## config.mk

```make
export PLATFORM = sky130hd
export DESIGN_NAME = event_report_queue_with_ttl
export DESIGN_NICKNAME = d
export VERILOG_FILES = /design/src/hw/rtl/erq_pkg.sv /design/src/hw/rtl/event_report_queue_with_ttl.sv /design/src/hw/rtl/erq_ram.sv /design/src/hw/rtl/erq_datapath.sv /design/src/hw/rtl/erq_controller.sv
export SDC_FILE = /design/constraint.sdc
export NUM_CORES = 2
export LEC_CHECK = 0
export CELL_PAD_IN_SITES_DETAIL_PLACEMENT = 0
export CELL_PAD_IN_SITES_GLOBAL_PLACEMENT = 1
export CORE_ASPECT_RATIO = 0.5
export CORE_MARGIN = 2
export CORE_UTILIZATION = 56
export DETAILED_ROUTE_END_ITERATION = 8
export DONT_BUFFER_PORTS = 1
export PLACE_DENSITY_LB_ADDON = 0.2
export SLEW_MARGIN = 20
export SYNTH_ARGS = -nofsm -noshare
export SYNTH_HDL_FRONTEND = slang
export SYNTH_SLANG_ARGS = --single-unit
```

## constraint.sdc

```tcl
create_clock -name clk -period 12.2 [get_ports clk]
set_input_delay 0 -clock clk [delete_from_list [all_inputs] [get_ports clk]]
set_output_delay 0 -clock clk [all_outputs]
set_load 0.01 [all_outputs]
```

## src/hw/rtl/erq_pkg.sv

```systemverilog
// Shared types and constants of the event report queue.
`default_nettype none

package erq_pkg;

  // Queue geometry
  localparam int QUEUE_DEPTH = 16;
  localparam int PTR_W       = $clog2(QUEUE_DEPTH);
  localparam int CNT_W       = $clog2(QUEUE_DEPTH + 1);

  // Fixed field widths
  localparam int TIME_W   = 32;
  localparam int EP_W     = 8;
  localparam int TYPE_W   = 3;
  localparam int PRESS_W  = 16;
  localparam int CLICK_W  = 8;
  localparam int DUR_W    = 16;
  localparam int LIMIT_W  = 5;
  localparam int SEQ_W    = 16;
  localparam int USED_W   = 5;
  localparam int DROP_W   = 32;
  localparam int PAYLOAD_W = 64;
  localparam int SLOT_W   = PAYLOAD_W + TIME_W + EP_W;

  localparam logic [TIME_W-1:0] TTL_RESET = 32'd30000;

  // Item kinds carried in the input tuser
  localparam logic MODE_EVENT = 1'b0;
  localparam logic MODE_LINK  = 1'b1;

  // Input tdata layout, last field in the lowest bits
  typedef struct packed {
    logic [6:0]         pad;
    logic [LIMIT_W-1:0] accept_limit;
    logic               link_joined;
    logic [DUR_W-1:0]   duration;
    logic [CLICK_W-1:0] click_count;
    logic [PRESS_W-1:0] press_tag;
    logic [TYPE_W-1:0]  evt_code;
    logic [EP_W-1:0]    endpoint;
    logic [TIME_W-1:0]  now_ms;
  } in_item_t;

  // Output tdata layout, last field in the lowest bits
  typedef struct packed {
    logic [2:0]           pad;
    logic [DROP_W-1:0]    dropped_count;
    logic [USED_W-1:0]    queue_used;
    logic [PAYLOAD_W-1:0] payload_word;
    logic [EP_W-1:0]      out_endpoint;
  } out_item_t;

  localparam int IN_W  = $bits(in_item_t);
  localparam int OUT_W = $bits(out_item_t);

  // Commands from the controller to the datapath
  typedef struct packed {
    logic capture;     // latch the accepted item
    logic bump_seq;    // consume a sequence number
    logic set_joined;  // take the link status of the item
    logic enqueue;     // write the item into the ring, dropping the oldest if full
    logic read_head;   // issue a RAM read of the head slot
    logic discard;     // advance the head pointer
    logic push;        // stage the head entry as a result
    logic flush;       // release the staged result as the last of the run
  } cmd_t;

  // Status from the datapath to the controller
  typedef struct packed {
    logic is_event;
    logic joined;
    logic link_up;
    logic empty;
    logic expired;
    logic limit_hit;
    logic pend_valid;
    logic out_free;
  } sts_t;

endpackage

`default_nettype wire

```

## src/hw/rtl/event_report_queue_with_ttl.sv

```systemverilog
// Top level of the event report queue with time-to-live.
//
//   Channel   Signals                               Carries
//   --------  ------------------------------------  ---------------------------------
//   input     s_axis_tvalid/tready/tdata/tuser      event report or link status item
//   output    m_axis_tvalid/tready/tdata/tlast      one sent report, tlast on the last
//   config    cfg_wr_en/cfg_wr_data                 ttl_ms register
//
// An item is accepted and then decoded; for each queue entry visited by the
// drain the head is read from the slot RAM, then given the age and limit test.
// The drain ends when the queue is found empty or the limit is reached, and a
// closing state releases the last result.
// A held output stalls the drain only when a second result is ready to leave.
// Reset is synchronous; the slot RAM needs no clearing pass.
`default_nettype none

module event_report_queue_with_ttl (
  input  wire logic                       clk,
  input  wire logic                       rst,
  // Configuration
  input  wire logic                       cfg_wr_en,
  input  wire logic [erq_pkg::TIME_W-1:0] cfg_wr_data,
  // Input items
  input  wire logic                       s_axis_tvalid,
  output logic                            s_axis_tready,
  // now_ms, endpoint, event code, press tag, click_count, duration,
  // link_joined, accept_limit, zero fill
  input  wire logic [erq_pkg::IN_W-1:0]   s_axis_tdata,
  // mode
  input  wire logic [0:0]                 s_axis_tuser,
  // Result items
  output logic                            m_axis_tvalid,
  input  wire logic                       m_axis_tready,
  // out_endpoint, payload_word, queue_used, dropped_count, zero fill
  output logic [erq_pkg::OUT_W-1:0]       m_axis_tdata,
  // last_of_run
  output logic                            m_axis_tlast
);

  erq_pkg::cmd_t cmd;
  erq_pkg::sts_t sts;

  erq_controller u_ctrl (
    .clk     (clk),
    .rst     (rst),
    .in_valid(s_axis_tvalid),
    .in_ready(s_axis_tready),
    .sts     (sts),
    .cmd     (cmd)
  );

  erq_datapath u_dp (
    .clk        (clk),
    .rst        (rst),
    .cfg_wr_en  (cfg_wr_en),
    .cfg_wr_data(cfg_wr_data),
    .in_data    (s_axis_tdata),
    .in_mode    (s_axis_tuser[0]),
    .out_ready  (m_axis_tready),
    .cmd        (cmd),
    .sts        (sts),
    .out_valid  (m_axis_tvalid),
    .out_data   (m_axis_tdata),
    .out_last   (m_axis_tlast)
  );

endmodule

`default_nettype wire

```

## src/hw/rtl/erq_ram.sv

```systemverilog
// Generic single-write, single-read RAM with registered read data.
`default_nettype none

module erq_ram #(
  parameter int WIDTH = 8,
  parameter int DEPTH = 16
) (
  input  wire logic                     clk,
  input  wire logic                     we,
  input  wire logic [$clog2(DEPTH)-1:0] waddr,
  input  wire logic [WIDTH-1:0]         wdata,
  input  wire logic                     re,
  input  wire logic [$clog2(DEPTH)-1:0] raddr,
  output logic      [WIDTH-1:0]         rdata
);

  logic [WIDTH-1:0] mem [DEPTH];

  // Write port and registered read port
  always_ff @(posedge clk) begin
    if (we) begin
      mem[waddr] <= wdata;
    end
    if (re) begin
      rdata <= mem[raddr];
    end
  end

endmodule

`default_nettype wire

```

## src/hw/rtl/erq_datapath.sv

```systemverilog
// Datapath: ring storage, pointers, counters, age test and result registers.
`default_nettype none

module erq_datapath (
  input  wire logic                          clk,
  input  wire logic                          rst,
  input  wire logic                          cfg_wr_en,
  input  wire logic [erq_pkg::TIME_W-1:0]    cfg_wr_data,
  input  wire logic [erq_pkg::IN_W-1:0]      in_data,
  input  wire logic                          in_mode,
  input  wire logic                          out_ready,
  input  wire erq_pkg::cmd_t                 cmd,
  output erq_pkg::sts_t                      sts,
  output logic                               out_valid,
  output logic [erq_pkg::OUT_W-1:0]          out_data,
  output logic                               out_last
);

  erq_pkg::in_item_t  in_item;
  erq_pkg::in_item_t  item;
  logic               item_mode;

  logic [erq_pkg::TIME_W-1:0]  ttl;
  logic [erq_pkg::PTR_W-1:0]   wr_ptr;
  logic [erq_pkg::PTR_W-1:0]   rd_ptr;
  logic [erq_pkg::CNT_W-1:0]   fill;
  logic [erq_pkg::DROP_W-1:0]  drops;
  logic [erq_pkg::SEQ_W-1:0]   seq;
  logic                        joined;
  logic [erq_pkg::LIMIT_W-1:0] sent;

  logic [erq_pkg::PTR_W-1:0]   wr_ptr_next;
  logic [erq_pkg::PTR_W-1:0]   rd_ptr_next;
  logic                        full;

  logic [erq_pkg::SLOT_W-1:0]    slot_wdata;
  logic [erq_pkg::SLOT_W-1:0]    slot_rdata;
  logic [erq_pkg::PAYLOAD_W-1:0] new_payload;
  logic [erq_pkg::EP_W-1:0]      head_ep;
  logic [erq_pkg::TIME_W-1:0]    head_time;
  logic [erq_pkg::PAYLOAD_W-1:0] head_payload;
  logic [erq_pkg::TIME_W-1:0]    head_age;

  erq_pkg::out_item_t pend;
  logic               pend_valid;
  erq_pkg::out_item_t out_item;

  assign in_item = erq_pkg::in_item_t'(in_data);

  // Pointer increments that wrap at the queue depth
  always_comb begin
    if (wr_ptr == erq_pkg::PTR_W'(erq_pkg::QUEUE_DEPTH - 1)) begin
      wr_ptr_next = '0;
    end else begin
      wr_ptr_next = wr_ptr + erq_pkg::PTR_W'(1);
    end
    if (rd_ptr == erq_pkg::PTR_W'(erq_pkg::QUEUE_DEPTH - 1)) begin
      rd_ptr_next = '0;
    end else begin
      rd_ptr_next = rd_ptr + erq_pkg::PTR_W'(1);
    end
  end

  assign full = (fill == erq_pkg::CNT_W'(erq_pkg::QUEUE_DEPTH));

  // Payload fields from the lowest bits: seq, press id, event type, click count, duration
  assign new_payload = {item.duration, item.click_count, 5'd0, item.evt_code,
                        item.press_tag, seq};
  assign slot_wdata  = {new_payload, item.now_ms, item.endpoint};

  // Slot storage
  erq_ram #(
    .WIDTH(erq_pkg::SLOT_W),
    .DEPTH(erq_pkg::QUEUE_DEPTH)
  ) u_slots (
    .clk  (clk),
    .we   (cmd.enqueue),
    .waddr(wr_ptr),
    .wdata(slot_wdata),
    .re   (cmd.read_head),
    .raddr(rd_ptr),
    .rdata(slot_rdata)
  );

  assign head_ep      = slot_rdata[erq_pkg::EP_W-1:0];
  assign head_time    = slot_rdata[erq_pkg::EP_W +: erq_pkg::TIME_W];
  assign head_payload = slot_rdata[erq_pkg::EP_W + erq_pkg::TIME_W +: erq_pkg::PAYLOAD_W];

  // Age wraps modulo 2^32; an age equal to the TTL is still live
  assign head_age = item.now_ms - head_time;

  // Status toward the controller
  always_comb begin
    sts.is_event   = (item_mode == erq_pkg::MODE_EVENT);
    sts.joined     = joined;
    sts.link_up    = item.link_joined;
    sts.empty      = (fill == '0);
    sts.expired    = (head_age > ttl);
    sts.limit_hit  = (sent >= item.accept_limit);
    sts.pend_valid = pend_valid;
    sts.out_free   = !out_valid || out_ready;
  end

  // Queue state, counters and captured item
  always_ff @(posedge clk) begin
    if (rst) begin
      ttl    <= erq_pkg::TTL_RESET;
      wr_ptr <= '0;
      rd_ptr <= '0;
      fill   <= '0;
      drops  <= '0;
      seq    <= '0;
      joined <= 1'b0;
      sent   <= '0;
    end else begin
      if (cfg_wr_en) begin
        ttl <= cfg_wr_data;
      end
      if (cmd.capture) begin
        sent <= '0;
      end
      if (cmd.bump_seq) begin
        seq <= seq + erq_pkg::SEQ_W'(1);
      end
      if (cmd.set_joined) begin
        joined <= item.link_joined;
      end
      if (cmd.enqueue) begin
        wr_ptr <= wr_ptr_next;
        if (full) begin
          rd_ptr <= rd_ptr_next;
          drops  <= drops + erq_pkg::DROP_W'(1);
        end else begin
          fill <= fill + erq_pkg::CNT_W'(1);
        end
      end
      if (cmd.discard) begin
        rd_ptr <= rd_ptr_next;
        fill   <= fill - erq_pkg::CNT_W'(1);
      end
      if (cmd.push) begin
        sent <= sent + erq_pkg::LIMIT_W'(1);
      end
    end
  end

  // Item payload registers
  always_ff @(posedge clk) begin
    if (cmd.capture) begin
      item      <= in_item;
      item_mode <= in_mode;
    end
  end

  // Staged result and output register; a staged result goes out as
  // last only when the controller knows no further send follows.
  always_ff @(posedge clk) begin
    if (rst) begin
      pend_valid <= 1'b0;
      out_valid  <= 1'b0;
    end else begin
      if (cmd.push) begin
        pend_valid <= 1'b1;
      end else if (cmd.flush) begin
        pend_valid <= 1'b0;
      end
      if ((cmd.push && pend_valid) || cmd.flush) begin
        out_valid <= 1'b1;
      end else if (out_ready) begin
        out_valid <= 1'b0;
      end
    end
  end

  always_ff @(posedge clk) begin
    if (cmd.push) begin
      pend.pad           <= '0;
      pend.out_endpoint  <= head_ep;
      pend.payload_word  <= head_payload;
      pend.queue_used    <= erq_pkg::USED_W'(fill - erq_pkg::CNT_W'(1));
      pend.dropped_count <= drops;
    end
    if (cmd.push && pend_valid) begin
      out_item <= pend;
      out_last <= 1'b0;
    end else if (cmd.flush) begin
      out_item <= pend;
      out_last <= 1'b1;
    end
  end

  assign out_data = out_item;

endmodule

`default_nettype wire

```

## src/hw/rtl/erq_controller.sv

```systemverilog
// Controller: sequences decode, enqueue and the head-first drain.
`default_nettype none

module erq_controller (
  input  wire logic          clk,
  input  wire logic          rst,
  input  wire logic          in_valid,
  output logic               in_ready,
  input  wire erq_pkg::sts_t sts,
  output erq_pkg::cmd_t      cmd
);

  typedef enum logic [2:0] {
    ST_IDLE,
    ST_DECODE,
    ST_READ,
    ST_EVAL,
    ST_FLUSH
  } state_t;

  state_t state;
  state_t state_next;

  assign in_ready = (state == ST_IDLE);

  // Next state and commands
  always_comb begin
    cmd        = '0;
    state_next = state;
    unique case (state)
      ST_IDLE: begin
        if (in_valid) begin
          cmd.capture = 1'b1;
          state_next  = ST_DECODE;
        end
      end
      ST_DECODE: begin
        if (sts.is_event) begin
          cmd.bump_seq = 1'b1;
          if (sts.joined) begin
            cmd.enqueue = 1'b1;
            state_next  = ST_READ;
          end else begin
            state_next = ST_IDLE;
          end
        end else begin
          cmd.set_joined = 1'b1;
          state_next     = sts.link_up ? ST_READ : ST_IDLE;
        end
      end
      ST_READ: begin
        if (sts.empty) begin
          state_next = ST_FLUSH;
        end else begin
          cmd.read_head = 1'b1;
          state_next    = ST_EVAL;
        end
      end
      ST_EVAL: begin
        // Expired entries go unsent; a live one is sent while the limit allows
        priority if (sts.expired) begin
          cmd.discard = 1'b1;
          state_next  = ST_READ;
        end else if (sts.limit_hit) begin
          state_next = ST_FLUSH;
        end else if (!sts.pend_valid || sts.out_free) begin
          cmd.push    = 1'b1;
          cmd.discard = 1'b1;
          state_next  = ST_READ;
        end else begin
          state_next = ST_EVAL;
        end
      end
      ST_FLUSH: begin
        priority if (!sts.pend_valid) begin
          state_next = ST_IDLE;
        end else if (sts.out_free) begin
          cmd.flush  = 1'b1;
          state_next = ST_IDLE;
        end else begin
          state_next = ST_FLUSH;
        end
      end
      default: begin
        state_next = ST_IDLE;
      end
    endcase
  end

  // State register
  always_ff @(posedge clk) begin
    if (rst) begin
      state <= ST_IDLE;
    end else begin
      state <= state_next;
    end
  end

endmodule

`default_nettype wire

```

==> flow_summary.ini <==
[run_status]
status = completed

[routing]
wl_mm = 169
vias = 36200
dr_wl_met3_mm = 12.5
wl_met1_mm = 71.3
drt_iter0_drc = 4240
wl_met2_mm = 82.3
antenna_left = 0
routedWlPerCell_um = 28.7
routed.top_layer = met5
drtPass1Iterations = 7
routed_via_density = 6.15
drc = 0

[worst_setup_path]
cpPeakStageDelay_ns = 0.87
regToRegStartpoint = u_dp.item[0]
cp.depth = 22
r2r_cells = 22
critPathKind = flop to flop
crit_path_top_delay_cell = nor2b_4
end_kind = flop
worstReg2RegEnd = u_dp.out_data[42]
cp.arrival_ns = 8.67
start_kind = flop
path_cells = inv_1 > ha_1 > inv_1 > fa_1 > a211oi_1 > nor2_1 > o41ai_2 > o31ai_1 > a311oi_1 > nor4_1 > a211oi_1 > xnor2_1 > ha_1 > nand4_1 > nor4_1 > nor3b_1 > nand2_1 > o2bb2ai_4 > nor2b_4 > nand2_1 > nand2_4 > buf_4
cp_num_buf_inv = 3
path_delay_family = simple AND/OR/NAND/NOR gates
path_max_fanout = 54
r2r_setup_slack_ns = 3.92
cp.required_ns = 12.60

[yosys]
synthTopCellsByArea = edfxtp_1, mux4_2, dfxtp_1
syn_avg_cell_area_um2 = 22.4
syn_area_um2 = 78300
yosysSeqAreaShare_pct = 78.7
synthArstFlopShare_pct = 0
yosysWarnings = 0
synth_edf_count = 1981
ys_ff_latch = 2086
synth_cells = 3491
yosys.cell_types.count = 68
ys.flop_type = edfxtp_1
synth_top_area_share_pct = 76.0
synth_top_area_cell = edfxtp_1

[layout]
seq_area_um2 = 61600
postLayoutCoreUtil_pct = 64.6
layout-drive-gt1-share_pct = 20.8
multi_input_comb_area_um2 = 15900
finalNetCount = 4086
fill_cells = 9066
syn_to_final_growth_pct = 13.8

[cts]
clockBufferDepth = 4
cts_buffers = 182
cts_tree = built
cts_max_level = 4
cts.sinks = 2086
clk_latency_ns = 0.80
clkTransAtPathRegs_ns = 0.07
cts-root-buf = clkbuf_16
post_cts_buffers = 0

[global_routing]
grt_pass1_vias = 36900
overflow = 0
grt_start_max_net_pins = 145
track_usage_pct = 23.7
grt_pass1_wl_mm = 246
antenna_found_initial = 4

[timing]
worst_slew_pin_slew_ns = 1.04
fmax_mhz = 121
timing_hold_violations_final = 0
rsz0062_at_grt = no
finalSetupViolCount = 0
period_needed_ns = 8.28
maxSlewViolCount = 0
finalCritPeriodShare_pct = 67.8
finClkSkew_ns = 0.0563
relSlewSlack_pct = 30.4
setup-tns-final_ns = 0

[floorplanning]
core_area_um2 = 138000
start_util_pct = 56.8
dieArea_um2 = 143000
die_h_um = 268
die_x_um = 533
rows = 96
ios = 249

[worst_hold_path]
hp-start = s_axis_tvalid
whs_path_depth = 5
holdPathEnd = u_ctrl.state[2]
hold_class = primary input to flop

[power_and_ir_drop]
p_leak_nw = 28.0
powerDensity_nw_per_um2 = 154
peakVddDrop_mv = 0.0951

[placed_design]
place_hpwl_mm = 82.7
io_buffers = 0
gp_congestion = 0.783

[flow_run]
maxCapViolations = 0
registers in the layout, indices dropped and copies added, names as in the netlist, 3 cells and up:
| name | cells |
|---|---|
| u_dp.sent | 5 |
| u_dp.u_slots.mem | 1584 |
| u_dp.pend | 104 |
| u_dp.out_data | 104 |
| u_dp.ttl | 32 |
| u_dp.item | 88 |
| u_dp.wr_ptr | 4 |
| u_dp.rd_ptr | 4 |
| u_dp.seq | 16 |
| u_ctrl.state | 3 |
| u_dp.u_slots.rdata | 99 |
| u_dp.drops | 32 |
| u_dp.fill | 5 |
worst min-delay path, stage by stage:
cell and delay, ns:
dlygate4sd3_1 0.57, nor2_1 0.06, nand2_1 0.06, nand3_1 0.12, a21oi_1 0.13
per-layer routing:
layer,track usage [%],vias up
met3,3.90,205
met2,38.5,1410
met4,4.55,2
met1,35.0,19400
met5,0,-
li1,-,15200
placed cells by master (no fill, tap or decap), types with 13 or more instances in the layout:
master and n:
edfxtp_1 1981, mux4_2 495, dlygate4sd3_1 273, clkbuf_16 185, nor2_1 116, dfxtp_1 102, inv_1 90, ha_1 79
nand2_1 60, a21oi_1 55, buf_4 54, clkbuf_1 49, xor2_1 41, xnor2_1 36, clkinv_1 36, o21ai_0 33
mux2i_1 30, nand3_1 26, clkinv_2 23, nand4_1 19, a21o_1 18, and3_1 14, nor3_1 14, nor2_4 13
kinds of logic after synthesis:
group / count (synthesis) / synth area share (%)
and+or+nand+nor: 317 / 1.96
other: 1 / 0.00479
AOI/OAI and AO/OA: 166 / 1.37
muxes: 527 / 14.7
adders and majority gates: 80 / 1.29
xor gates and xnor gates: 77 / 0.861
DFF: 2086 / 78.7
buffers and inverters: 237 / 1.20
report_power, final:
part,internal [mW],switching (mW)
sequential,7.86,0.0911
clock,3.01,2.48
combinational,0.153,0.147
total,11.0,2.71
synthesized netlist by cell type, types with 4 or more instances:
library cell,count
mux2i_1,30
clkbuf_1,105
nor2b_1,4
a211oi_1,7
dfxtp_1,105
a21o_1,18
buf_4,9
xor2_1,41
nor3b_1,6
o211ai_1,10
o21a_1,9
or3_1,9
mux4_2,495
inv_1,91
xnor2_1,36
and4_1,5
ha_1,79
nor3_1,19
a21oi_1,55
nand3_1,26
buf_1,27
nand4_1,19
edfxtp_1,1981
nand2b_1,5
and3_1,14
a31oi_1,6
nand2_1,61
o21ai_0,33
o21bai_1,4
nor2_1,128
cell type report:
class                   count  share of cell area (%)
clock buffers             245                    5.57
repair buffers            336                    3.73
multi-input cells        1175                    17.9
well taps                1862                    2.62
clock inverters            79                   0.649
diodes                      3                 0.00843
inverters                  91                   0.389
flip-flops and latches   2086                    69.2
worst max-delay path by stage:
stage	start	to	slack, ns
after global routing	u_dp.item[0]	u_dp.out_data[23]	3.17
final	u_dp.item[0]	u_dp.out_data[42]	3.92
after CTS	u_dp.item[0]	u_dp.out_data[38]	3.66
after detailed placement	u_dp.item[0]	u_dp.out_data[49]	3.70
after floorplan	u_dp.item[0]	u_dp.out_data[0]	1.96
after global placement	u_dp.item[0]	u_dp.out_data[39]	3.84
through the flow:
stage | instances | worst slack, ns | hold slack [ns] | total power, mW | area [µm²]
6_report | 5877 | 3.92 | 0.229 | 13.7 | 89100
5_1_grt | 5876 | 3.17 | 0.226 | 14.2 | 89100
4_1_cts | 5874 | 3.66 | 0.186 | 13.8 | 89100
3_5_place_dp | 5276 | 3.70 | 0.0926 | 8.32 | 80800
3_3_place_gp | 5276 | 3.84 | 0.0933 | 8.31 | 80800
2_1_floorplan | 3498 | 1.96 | 0.0989 | 8.24 | 78300
repair_timing:
action	4_1_cts	5_1_grt
hold endpoints to repair	214	0
hold buffers	274	0
resized for setup	0	0
(Power assumes the default switching activity.)
